### src/rtl/ewsa_pkg.sv
// shared constants, request codes and controller/datapath interface structs
// for the weighted scatter-accumulate combine engine
// no dependencies
package ewsa_pkg;

    // store geometry
    localparam int MAX_TOKENS = 256;
    localparam int TOP_K      = 8;
    localparam int HIDDEN_DIM = 64;

    localparam int W_DEPTH  = MAX_TOKENS * TOP_K;
    localparam int A_DEPTH  = MAX_TOKENS * HIDDEN_DIM;
    localparam int W_ADDR_W = $clog2(W_DEPTH);
    localparam int A_ADDR_W = $clog2(A_DEPTH);

    // field widths
    localparam int REQ_W   = 2;
    localparam int TOK_W   = 8;
    localparam int SLOT_W  = 3;
    localparam int ELEM_W  = 6;
    localparam int GW_W    = 16;
    localparam int EV_W    = 16;
    localparam int ACC_W   = 32;
    localparam int FRAC_SH = 15;

    // request codes
    localparam logic [REQ_W-1:0] REQ_WRITE = 2'd0;
    localparam logic [REQ_W-1:0] REQ_ACCUM = 2'd1;
    localparam logic [REQ_W-1:0] REQ_READ  = 2'd2;
    localparam logic [REQ_W-1:0] REQ_CLEAR = 2'd3;

    // controller to datapath
    typedef struct packed {
        logic latch;     // capture the accepted word
        logic mul_step;  // register the weighted product
        logic acc_step;  // store updates and form the result
        logic out_load;  // move the result into the output register
        logic clr_step;  // zero one accumulator entry
    } ewsa_cmd_t;

    // datapath to controller
    typedef struct packed {
        logic is_clear;  // held request is a clear
        logic clr_last;  // clear sweep at its final entry
    } ewsa_stat_t;

endpackage

### src/rtl/ewsa_ctrl.sv
// controller: sequences one request at a time through read, multiply,
// accumulate and output, and runs the accumulator clear sweep
// depends on ewsa_pkg
module ewsa_ctrl
    import ewsa_pkg::*;
(
    input  logic       aclk,
    input  logic       aresetn,
    input  logic       s_valid,
    output logic       s_ready,
    output logic       m_valid,
    input  logic       m_ready,
    output ewsa_cmd_t  cmd,
    input  ewsa_stat_t stat
);

    typedef enum logic [2:0] {
        S_CLEAR,
        S_IDLE,
        S_READ,
        S_MUL,
        S_ACC,
        S_DONE
    } state_t;

    state_t state_reg, state_next;
    logic   out_valid_reg, out_valid_next;
    logic   out_free;

    assign out_free = !out_valid_reg || m_ready;

    // next state and commands
    always_comb begin
        state_next   = state_reg;
        cmd          = '0;
        case (state_reg)
            S_CLEAR: begin
                cmd.clr_step = 1'b1;
                if (stat.clr_last) begin
                    state_next = S_IDLE;
                end
            end
            S_IDLE: begin
                if (s_valid) begin
                    cmd.latch  = 1'b1;
                    state_next = S_READ;
                end
            end
            S_READ: begin
                state_next = S_MUL;
            end
            S_MUL: begin
                cmd.mul_step = 1'b1;
                state_next   = S_ACC;
            end
            S_ACC: begin
                cmd.acc_step = 1'b1;
                state_next   = S_DONE;
            end
            S_DONE: begin
                if (out_free) begin
                    cmd.out_load = 1'b1;
                    state_next   = stat.is_clear ? S_CLEAR : S_IDLE;
                end
            end
            default: begin
                state_next = S_IDLE;
            end
        endcase
    end

    // output word valid
    always_comb begin
        out_valid_next = out_valid_reg;
        if (cmd.out_load) begin
            out_valid_next = 1'b1;
        end else if (m_ready) begin
            out_valid_next = 1'b0;
        end
    end

    always_ff @(posedge aclk) begin
        if (!aresetn) begin
            state_reg     <= S_CLEAR;
            out_valid_reg <= 1'b0;
        end else begin
            state_reg     <= state_next;
            out_valid_reg <= out_valid_next;
        end
    end

    assign s_ready = state_reg == S_IDLE;
    assign m_valid = out_valid_reg;

    // one word in flight: no accept right after an accept
    a_one_in_flight: assert property (@(posedge aclk) disable iff (!aresetn)
        (s_valid && s_ready) |=> !s_ready)
        else $error("word accepted while another is in flight");

    // output register never overwritten while its word waits
    a_no_overwrite: assert property (@(posedge aclk) disable iff (!aresetn)
        cmd.out_load |-> (!m_valid || m_ready))
        else $error("output word overwritten before taken");

    // a loaded result shows up as valid next cycle
    a_load_valid: assert property (@(posedge aclk) disable iff (!aresetn)
        cmd.out_load |=> m_valid)
        else $error("loaded result not presented");

    // sweep end returns to accepting words
    a_clear_end: assert property (@(posedge aclk) disable iff (!aresetn)
        (state_reg == S_CLEAR && stat.clr_last) |=> s_ready)
        else $error("clear sweep did not hand back to idle");

endmodule

### config.mk
export PLATFORM = sky130hd
export DESIGN_NAME = ewsa_ctrl
export DESIGN_NICKNAME = d
export VERILOG_FILES = /design/src/rtl/ewsa_pkg.sv /design/src/rtl/ewsa_ctrl.sv
export SDC_FILE = /design/constraint.sdc
export NUM_CORES = 1
export LEC_CHECK = 0
export BUFFER_PORTS_ARGS = -buffer_cell sky130_fd_sc_hd__buf_2
export CORE_AREA = 2 2 39 41
export DETAILED_ROUTE_END_ITERATION = 6
export DIE_AREA = 0 0 41 43
export PLACE_DENSITY = 0.4
export SKIP_CTS_REPAIR_TIMING = 1
export SLEW_MARGIN = 40
export SYNTH_ARGS = -nofsm -noshare
export SYNTH_HDL_FRONTEND = slang
export SYNTH_SLANG_ARGS = --single-unit
### constraint.sdc
create_clock -name aclk -period 2.3 [get_ports aclk]
set_input_delay 0.345 -clock aclk [delete_from_list [all_inputs] [get_ports aclk]]
set_output_delay 0.345 -clock aclk [all_outputs]
set_load 0.02 [all_outputs]
# After elaboration in Yosys (flattened, before gate mapping)
# Cells that the tools add are included.
# classes
mux	14
n_eq_ne	8
n_reduce_logical	5
# ops
op	n
$pmux 3 s6	1
$mux 1	10
$mux 3	3
$eq 3x2->1 const B	2
$eq 3x3->1 const B	2
$ne 2x2->1 const B	3
$eq 3x1->1 const B	1
$logic_not 3->1	1
$reduce_and 3->1	1
$reduce_bool 2->1	1
$logic_not 1->1	1
$logic_or 1x1->1	1
# totals
out_inout_bits	7
reg_bits	4
input_bits	6
wordCells	29

# Logic depth before layout (Yosys ltp)
# depth
word_depth	5
ltp_mapped	4
mapped_depth_nobuf	3

# Worst setup path after synthesis
# OpenSTA, ideal clock, no wires.
# synth_timing
path_type	register to output
startpoint	register state_reg[0]
endpoint	output port s_ready
t_arrival_ns	0.956
stages_incl_launch_ff	3
slack_ns	0.999
n_path_buf	1
cell_sequence	dfxtp_1 buf_6 nor3b_1
# synth_via
elab_chain_cells	1
# synth_rtl
item	line	rtl
start, declared	ewsa_ctrl.sv:26	state_t state_reg, state_next;
start signal, assigned	ewsa_ctrl.sv:87	state_reg <= state_next;
$eq 3x1->1	ewsa_ctrl.sv:92	assign s_ready = state_reg == S_IDLE;
end, declared	ewsa_ctrl.sv:10	output logic s_ready,
# No other way between the ends.

==> PnR_summary.wiki <==
{| class="wikitable"
! Metric !! Value
|-
| Max capacitance violation total || 0
|-
| DRC violation count after routing || 0
|-
| Pin count of the biggest net entering global routing || 11
|-
| Final-report hold violation count || 0
|-
| Root buffer cell || sky130_fd_sc_hd__clkbuf_4
|-
| Post-synth design cell area || 230.2 sq um
|-
| Unrepaired setup endpoints after global routing || no
|-
| Signal arrival time at the worst endpoint || 1200 ps
|-
| Net Count, Synth || 32
|-
| Measured slew at the worst slew-check pin || 270.9 ps
|-
| Number of antenna violations at the first check in global routing || 0
|-
| Critical Path RT || 1960 ps
|-
| Drt total wl || 525 um
|-
| TritonCTS clock tree || yes
|-
| Drt pass-1 iters || 2
|-
| Final std cells w/o fill || 55
|-
| Clock sink count || 4
|-
| Remaining global-route overflow || 0
|-
| Synth Area per Inst || 8.855 sq um
|-
| Wire length of the first global-routing pass || 814 um
|-
| Number of warnings reported in the yosys synthesis log || 0
|-
| Type of the worst setup path || reg -> out
|-
| Tmin final || 1540 ps
|-
| Overall Global Routing Usage || 7.329%
|-
| Height of the die || 43 um
|-
| Worst vdd rail ir drop || 0.2315 mV
|-
| F_max || 649.3 MHz
|-
| WL per Instance || 9.545 um
|-
| Outcome || complete, no violations
|-
| Via-per-instance ratio || 4.182
|-
| Startpoint type of the worst setup path || register
|-
| Antenna diodes || 0
|-
| Total via count after detailed routing || 230
|-
| Area delta synth->final || 36.41%
|-
| Antenna violation net count after detailed routing || 0
|-
| Gp weighted congestion || 0.6370
|-
| Largest register FFs || 3
|-
| Die width || 41 um
|-
| Standby leakage power || 0.0001505 uW
|-
| Min-delay worst type || in -> reg
|-
| Placement-stage cell area || 291.5 sq um
|-
| Slew HR || 81.92%
|-
| Starting DRC count in detailed routing || 6
|-
| Endpoint class of the critical path || output port
|-
| Starting density of the core || 16.64%
|-
| Cell variety after synth || 18
|-
| Share of the clock period used by the worst path || 66.96%
|-
| Post-synthesis register bit count || 4
|-
| Reg clk slew, reported paths || 40 ps
|-
| Area of the die || 1763 sq um
|-
| Power per unit of standard cell area || 664.3 nW/um^2
|-
| Sequential fraction of the synthesis area || 34.78%
|-
| Placed cell count || 52
|-
| Total of buffers placed on input and output ports || 12
|-
| Vias in the first global route || 206
|-
| DP Wirelength || 398.8 um
|-
| Syn Inst Count || 26
|-
| Ports placed on the boundary || 13
|-
| Std cell rows || 14
|-
| Num CTS Buffers || 3
|-
| Final Cell Area || 314.1 sq um
|-
| CP max FO || 10
|-
| Post-Route Setup TNS || 0 ps
|-
| Core box area || 1384 sq um
|-
| Total number of nets in the final design || 47
|-
| H-tree depth reported by CTS || 1
|-
| Maximum count of clock buffers along a single path || 2
|-
| Max-slew violation total from the final report || 0
|-
| Clock insertion delay at the later pin of the skew report || 240 ps
|-
| Worst Skew || 2.779 ps
|-
| Share of post-route cells with drive strength above 1 || 43.59%
|-
| Final setup fails || 0
|}
-- report_power, final --
group	switching [uW]	internal (uW)	leakage (uW)	total [uW]
Sequential	7.78	73.8	0.0000327	81.6
Combinational	20.5	18.8	0.000104	39.2
Clock	29.4	58.4	0.0000138	87.8
-- final cells by class --
type / instances / area (sq um)
Timing Repair Buffer: 12 / 60.06
Multi-Input combinational cell: 19 / 127.6
Fill cell: 163 / 1070
Tap cell: 16 / 20.02
Inverter: 1 / 3.754
Clock buffer: 3 / 22.52
Sequential cell: 4 / 80.08
-- critical path: stages (launching register included) --
cell	delay (ps)
sky130_fd_sc_hd__dfxtp_1	460
sky130_fd_sc_hd__nand3b_1	130
sky130_fd_sc_hd__nor2b_1	170
sky130_fd_sc_hd__buf_2	190
-- metrics by stage --
stage               utilization (%)  hold WS, ps  setup slack, ps  power (uW)
floorplan                         -        437.5            999.2       111.7
finish                        22.69        289.6            759.8       208.6
global route                  22.69        290.5            654.9       222.2
CTS                           22.69        286.1            756.2       213.9
detailed placement            21.07        534.2             1019       122.7
global placement              21.07        539.2             1018       123.2
-- cell usage after synthesis --
master                     number  area share, %
sky130_fd_sc_hd__a211oi_1       1            3.3
sky130_fd_sc_hd__a21boi_0       1            3.3
sky130_fd_sc_hd__a21oi_1        2            4.3
sky130_fd_sc_hd__and3b_2        2            8.7
sky130_fd_sc_hd__buf_4          1            3.3
sky130_fd_sc_hd__buf_6          1            4.9
sky130_fd_sc_hd__dfxtp_1        4             35
sky130_fd_sc_hd__inv_1          1            1.6
sky130_fd_sc_hd__mux2i_1        1            4.3
sky130_fd_sc_hd__nand2b_1       2            5.4
sky130_fd_sc_hd__nand3b_1       1            3.3
sky130_fd_sc_hd__nor2_1         1            1.6
sky130_fd_sc_hd__nor2b_1        2            5.4
sky130_fd_sc_hd__nor3_1         2            4.3
sky130_fd_sc_hd__nor3b_1        1            3.3
sky130_fd_sc_hd__o21a_1         1            3.3
sky130_fd_sc_hd__o21ai_0        1            2.2
sky130_fd_sc_hd__or3_1          1            2.7
-- logic make-up (layout without fill, tap and decap cells) --
family	after synthesis	count (layout)	share of synthesized area, %
AOI/OAI and AO/OA	6	6	16.31
buffers and inverters	3	16	9.782
DFF	4	4	34.78
muxes	1	1	4.348
and+or+nand+nor	12	12	34.78
-- per-layer routing --
layer	global-route usage (%)	vias to the layer above	part of all wire, %
met1	8.360	103	41
met3	7.853	0	14
met5	0	-	0
met4	2.000	0	0
li1	-	116	-
met2	9.063	11	45
-- final timing paths --
check                    start      endpoint  slack (ps)  cells past startpoint
setup reg to reg  state_reg[0]  state_reg[0]        1210                      3
hold / removal         stat[1]  state_reg[0]         290                      2
hold reg to reg   state_reg[2]  state_reg[1]         560                      1
setup / recovery  state_reg[0]        cmd[1]         760                      3
-- layout by cell type, fill, tap and decap left out, drive strengths merged --
| cell | instances |
|---|---|
| nor3 | 2 |
| a211oi | 1 |
| and3b | 2 |
| buf | 12 |
| mux2i | 1 |
| nor2b | 2 |
| dfxtp | 4 |
| a21oi | 2 |
| a21boi | 1 |
| nand2b | 2 |
| nor3b | 1 |
| o21ai | 1 |
| nor2 | 1 |
| or3 | 1 |
| nand3b | 1 |
| clkbuf | 3 |
| inv | 1 |
| o21a | 1 |
No activity file was read; power rests on OpenSTA's default activity.
